[src/tcp_pkg.sv]
// tilt controller package: payload structs, fixed-point constants, register indexes
// and the cordic arctangent table; no dependencies
`default_nettype none

package tcp_pkg;

    typedef struct packed {
        logic signed [31:0] accel_y;
        logic signed [31:0] accel_z;
        logic signed [31:0] gyro_x;
    } t_in_item;

    typedef struct packed {
        logic        [11:0] motor_level;
        logic        [11:0] smoothed_level;
        logic signed [31:0] angle_estimate;
        logic               integral_saturated;
    } t_out_item;

    localparam int CFG_IDX_W = 2;
    localparam logic [CFG_IDX_W-1:0] REG_TARGET = 2'd0;
    localparam logic [CFG_IDX_W-1:0] REG_KP     = 2'd1;
    localparam logic [CFG_IDX_W-1:0] REG_KD     = 2'd2;
    localparam logic [CFG_IDX_W-1:0] REG_KI     = 2'd3;

    localparam logic signed [23:0] TARGET_RST = -24'sd6029312;
    localparam logic signed [31:0] KP_RST     = 32'sd16384000;
    localparam logic signed [31:0] KD_RST     = 32'sd6553600;
    localparam logic signed [31:0] KI_RST     = 32'sd1311;

    localparam logic signed [32:0] W_SMALL = 33'sd66;
    localparam logic signed [32:0] W_LARGE = 33'sd65470;
    localparam logic signed [35:0] INTEG_LIMIT = 36'sd10485760000;

    localparam int ANG_W = 26;
    localparam int CX_W  = 35;

    localparam logic signed [ANG_W-1:0] ANG_90 = 26'sd5898240;

    function automatic logic [22:0] atan_deg(input logic [4:0] idx);
        logic [22:0] v;
        case (idx)
            5'd0:  v = 23'd2949120;
            5'd1:  v = 23'd1740967;
            5'd2:  v = 23'd919879;
            5'd3:  v = 23'd466945;
            5'd4:  v = 23'd234379;
            5'd5:  v = 23'd117304;
            5'd6:  v = 23'd58666;
            5'd7:  v = 23'd29335;
            5'd8:  v = 23'd14668;
            5'd9:  v = 23'd7334;
            5'd10: v = 23'd3667;
            5'd11: v = 23'd1833;
            5'd12: v = 23'd917;
            5'd13: v = 23'd458;
            5'd14: v = 23'd229;
            5'd15: v = 23'd115;
            5'd16: v = 23'd57;
            5'd17: v = 23'd29;
            5'd18: v = 23'd14;
            5'd19: v = 23'd7;
            5'd20: v = 23'd4;
            5'd21: v = 23'd2;
            5'd22: v = 23'd1;
            default: v = 23'd0;
        endcase
        return v;
    endfunction

endpackage

`default_nettype wire

[src/tcp_cordic.sv]
// vectoring cordic giving -atan2(y, z) in 16.16 degrees, one iteration per cycle
// depends on tcp_pkg
`default_nettype none

module tcp_cordic #(
    parameter int CORDIC_STEPS = 16
) (
    input  wire logic               i_clk,
    input  wire logic               i_rst_n,
    input  wire logic               i_start,
    input  wire logic signed [31:0] i_y,
    input  wire logic signed [31:0] i_z,
    output logic                    o_done,
    output logic signed [31:0]      o_angle
);
    import tcp_pkg::*;

    localparam int CW = (CORDIC_STEPS > 1) ? $clog2(CORDIC_STEPS) : 1;
    localparam logic [CW-1:0] LAST = CW'(CORDIC_STEPS - 1);

    logic                    r_busy, n_busy;
    logic                    r_done, n_done;
    logic signed [CX_W-1:0]  r_x, n_x, r_y, n_y;
    logic signed [ANG_W-1:0] r_ang, n_ang;
    logic [CW-1:0]           r_i, n_i;

    logic signed [CX_W-1:0]  ys, zs, dx, dy;
    logic signed [ANG_W-1:0] step;

    always_comb begin
        ys     = CX_W'(i_y);
        zs     = CX_W'(i_z);
        dx     = r_y >>> r_i;
        dy     = r_x >>> r_i;
        step   = ANG_W'(atan_deg(5'(r_i)));
        n_busy = r_busy;
        n_done = 1'b0;
        n_x    = r_x;
        n_y    = r_y;
        n_ang  = r_ang;
        n_i    = r_i;
        if (i_start) begin
            n_i = '0;
            if (i_y == 32'sd0 && i_z == 32'sd0) begin
                n_ang  = '0;
                n_done = 1'b1;
                n_busy = 1'b0;
            end else begin
                n_busy = 1'b1;
                if (i_z < 0) begin
                    if (i_y >= 0) begin
                        n_x   = ys;
                        n_y   = -zs;
                        n_ang = ANG_90;
                    end else begin
                        n_x   = -ys;
                        n_y   = zs;
                        n_ang = -ANG_90;
                    end
                end else begin
                    n_x   = zs;
                    n_y   = ys;
                    n_ang = '0;
                end
            end
        end else if (r_busy) begin
            if (r_y >= 0) begin
                n_x   = r_x + dx;
                n_y   = r_y - dy;
                n_ang = r_ang + step;
            end else begin
                n_x   = r_x - dx;
                n_y   = r_y + dy;
                n_ang = r_ang - step;
            end
            n_i = r_i + 1'b1;
            if (r_i == LAST) begin
                n_busy = 1'b0;
                n_done = 1'b1;
            end
        end
    end

    always_ff @(posedge i_clk) begin
        if (!i_rst_n) begin
            r_busy <= 1'b0;
            r_done <= 1'b0;
        end else begin
            r_busy <= n_busy;
            r_done <= n_done;
        end
        r_x   <= n_x;
        r_y   <= n_y;
        r_ang <= n_ang;
        r_i   <= n_i;
    end

    assign o_done  = r_done;
    assign o_angle = -32'(r_ang);

endmodule

`default_nettype wire

[config.mk]
export PLATFORM = sky130hd
export DESIGN_NAME = tcp_cordic
export DESIGN_NICKNAME = d
export VERILOG_FILES = /design/src/tcp_pkg.sv /design/src/tcp_cordic.sv
export SDC_FILE = /design/constraint.sdc
export NUM_CORES = 1
export LEC_CHECK = 0
export BUFFER_PORTS_ARGS = -buffer_cell sky130_fd_sc_hd__buf_2
export CORE_ASPECT_RATIO = 1.1
export CORE_MARGIN = 5
export CORE_UTILIZATION = 35
export DETAILED_ROUTE_END_ITERATION = 10
export SLEW_MARGIN = 20
export SYNTH_ARGS = -nofsm -noshare
export SYNTH_HDL_FRONTEND = slang
export SYNTH_SLANG_ARGS = --single-unit
[constraint.sdc]
create_clock -name i_clk -period 10.9 [get_ports i_clk]
set_input_delay 1.09 -clock i_clk [delete_from_list [all_inputs] [get_ports i_clk]]
set_output_delay 1.09 -clock i_clk [all_outputs]
set_load 0.02 [all_outputs]
==> summary.txt <==
Final layout
  – Synth-to-Final Area Change: 8.72%
  – Most common library cell in the layout ignoring fill and taps: nand2_1
  – Ant. Diodes: 0
  – Fraction of layout cells with a size suffix above 1: 0.127
  – Layout Utilization: 0.384
  – Total of fill cells in the finished design: 5043
  – Multi-input gate area: 13100 um^2
  – NumNets Final: 2312
  – Storage cell area: 3450 um^2
  – Most frequent cells in the layout: nand2_1 (226), o21ai_0 (206), nor2_1 (161)

Floorplan
  – # rows: 85
  – CORE AREA: 48900 um^2
  – DIE AREA: 53900 um^2
  – Chip height: 243 um
  – Io pins: 100
  – Starting Density: 0.353
  – Die width: 222 um

Drt
  – Drt wl/cell: 20.3 um
  – Post-DRT Antenna Nets: 0
  – DR vias/cell: 5.96
  – Post-Route WL: 56900 um
  – Via count: 16694
  – Remaining DRCs: 0
  – DR iter-0 viols: 1554
  – Detailed Routing Iterations Pass 1: 6

Hold path
  – Hold depth: 2
  – Min-delay worst type: flip-flop to flip-flop
  – HP Start: r_busy$_SDFF_PN0_
  – Worst Hold Endpoint: r_busy$_SDFF_PN0_

Synth
  – Ys Warns: 0
  – Syn Area/Cell: 8.15 um^2
  – Post-synthesis async set-or-reset flop share: 0
  – Number of synthesized flops with an enable pin: 96
  – Post-synth top flop: edfxtp_1
  – Mapped Nets: 2296
  – Post-synthesis cell area: 17300 um^2
  – Synth Instances: 2120
  – FF+latch count, synth: 124
  – Register area share after synthesis: 0.199
  – Unique cell type count in the Yosys netlist: 92

Setup path
  – Crit Path Class: flip-flop to flip-flop
  – Required @ worst endpoint: 11.10 ns
  – R2R Setup Slk: 3.29 ns
  – Maximum fanout along the worst path: 49
  – Startpoint Class: flip-flop
  – Reg2Reg Capture Point: r_y[32]$_DFFE_PP_
  – CP Capture Type: flip-flop
  – Cell depth of the worst flop-to-flop path: 20
  – Crit Reg-Reg Startpoint: r_i[1]$_SDFFE_PP0P_
  – CP arrival: 7.81 ns

STA
  – Final hold violation count: 0
  – Relative slew slack: 0.310
  – Peak Freq: 131 MHz
  – Fin Clk Skew: 0.0138 ns
  – Final slew viol count: 0
  – Minimum clock period: 7.61 ns
  – Final setup viols: 0
  – Slew @ Worst Pin: 1.03 ns
  – RSZ-0062 raised after global routing: no
  – Final period utilization: 0.698
  – Total negative slack: 0 ns

Clock network
  – Total CTS buffers: 17
  – Clock Sink Count: 124
  – Post_cts resized: 0
  – Worst skew pair latency: 0.47 ns
  – CTS root buffer: clkbuf_16
  – CTS HTree Levels: 4
  – Clk buf depth: 2
  – Cts hold-fix bufs: 0
  – Post-CTS setup buffers: 0
  – TritonCTS clock tree: done
  – Worst-path clk slew: 0.07 ns

Global routing
  – GR Util All Layers: 0.202
  – Largest net degree at the start of global routing: 99
  – Gr ovfl total: 0
  – Initial antenna violation count: 0
  – Via count of the first global-routing pass: 15933
  – Global-route wire length before repair: 88400 um

Place
  – Dpl hpwl: 43800 um
  – Port Buffer Count: 99
  – GP Congestion: 0.930

Run status
  – Status: finished, final reports clean

Job
  – Max-Cap Viols: 0
-- per-layer routing --
| metal | up-vias | routed length [um] | GRT usage |
|---|---|---|---|
| met2 | 674 | 26400 | 0.336 |
| li1 | 7999 | - | - |
| met4 | 0 | 1640 | 0.0680 |
| met1 | 7924 | 25200 | 0.272 |
| met5 | - | 0 | 0 |
| met3 | 97 | 3700 | 0.0277 |
-- kinds of logic (layout without fill, tap and decap cells) --
| group | after synthesis | in the layout | share of synthesized area |
|---|---|---|---|
| XOR/XNOR | 238 | 238 | 0.121 |
| multiplexers | 156 | 156 | 0.134 |
| flip-flops | 124 | 124 | 0.199 |
| AND/OR/NAND/NOR | 667 | 667 | 0.182 |
| adder cells (fa/ha/maj) | 109 | 109 | 0.0802 |
| buffers and inverters | 166 | 195 | 0.0408 |
| AO/OA/AOI/OAI | 660 | 660 | 0.242 |
-- critical path, cell delays in order (launching register included) --
cell and delay [ns]:
dfxtp_4 0.83, buf_4 0.67, mux2_2 0.43, mux4_2 0.47, mux2i_1 0.22, ha_1 0.21
nand2b_1 0.08, nor3_1 0.35, nand3_1 0.31, o21ai_0 0.31, xnor2_1 0.12, ha_1 0.39
nand4_1 0.18, a2111oi_0 0.70, o311ai_0 0.34, a21boi_0 0.54, a31oi_1 0.26, o31ai_1 0.45
a31oi_1 0.16, xor2_1 0.15, o21ai_0 0.09
-- area by class of cell --
| type | instances | share of cell area |
|---|---|---|
| clock buffer | 20 | 0.0255 |
| clock inverter | 12 | 0.00499 |
| inverter | 48 | 0.00959 |
| multi-input combinational | 1830 | 0.700 |
| sequential | 124 | 0.184 |
| tap | 652 | 0.0434 |
| timing repair buffer | 115 | 0.0330 |
-- state kept, by name, summed over array words and instances (netlist names) --
| signal | count |
|---|---|
| r_busy | 1 |
| r_ang | 26 |
| step | 22 |
| o_done | 1 |
| r_i | 4 |
| r_x | 35 |
| r_y | 35 |
-- cell usage after synthesis, types with 11 or more instances --
| library cell | count | area share |
|---|---|---|
| nor2b_1 | 25 | 0.0090 |
| a21o_1 | 46 | 0.020 |
| a31oi_1 | 25 | 0.0090 |
| clkbuf_1 | 80 | 0.017 |
| edfxtp_1 | 96 | 0.17 |
| and3_1 | 18 | 0.0065 |
| ha_1 | 106 | 0.077 |
| inv_1 | 46 | 0.010 |
| o41ai_1 | 13 | 0.0066 |
| mux4_2 | 52 | 0.068 |
| o22ai_1 | 16 | 0.0058 |
| a211oi_1 | 11 | 0.0048 |
| o21a_1 | 12 | 0.0052 |
| xor2_1 | 98 | 0.050 |
| nand2b_1 | 28 | 0.010 |
| mux2i_1 | 59 | 0.034 |
| buf_1 | 15 | 0.0033 |
| or2_2 | 17 | 0.0062 |
| xnor2_1 | 139 | 0.070 |
| or3_1 | 23 | 0.0083 |
| buf_2 | 14 | 0.0041 |
| nor3_1 | 41 | 0.012 |
| o211ai_1 | 55 | 0.024 |
| nand2_1 | 227 | 0.049 |
| or4_1 | 13 | 0.0056 |
| nand3_1 | 48 | 0.014 |
| a21oi_1 | 147 | 0.043 |
| dfxtp_1 | 28 | 0.032 |
| o21bai_1 | 14 | 0.0061 |
| nor2_1 | 161 | 0.035 |
| mux2_2 | 42 | 0.027 |
| nor4_1 | 18 | 0.0065 |
| o21ai_0 | 207 | 0.060 |
| o31ai_1 | 24 | 0.010 |
| nand4_1 | 12 | 0.0043 |
-- how the worst max path moves through the flow --
stage               depth (start not counted)  slack, ns           endpoint                 from
CTS                                        20       3.33  r_y[32]$_DFFE_PP_  r_i[1]$_SDFFE_PP0P_
global placement                           21       3.48  r_y[33]$_DFFE_PP_  r_i[1]$_SDFFE_PP0P_
finish                                     20       3.29  r_y[32]$_DFFE_PP_  r_i[1]$_SDFFE_PP0P_
floorplan                                   4       3.69   r_x[0]$_DFFE_PP_              i_start
detailed placement                         20       3.35  r_y[32]$_DFFE_PP_  r_i[1]$_SDFFE_PP0P_
global route                               21       2.79  r_y[32]$_DFFE_PP_  r_i[1]$_SDFFE_PP0P_
-- per-stage QoR --
step                instance area (um^2)  hold WS [ns]  setup WS (ns)  instances
finish                             18800         0.608           3.29       2801
floorplan                          17300         0.616           3.69       2120
detailed placement                 18200         0.612           3.35       2769
CTS                                18800         0.625           3.33       2801
global placement                   18200         0.608           3.48       2769
global route                       18800         0.681           2.79       2801
Power is not shown: default switching activity piles up to over one toggle a cycle in this logic, so the estimate is an artifact.
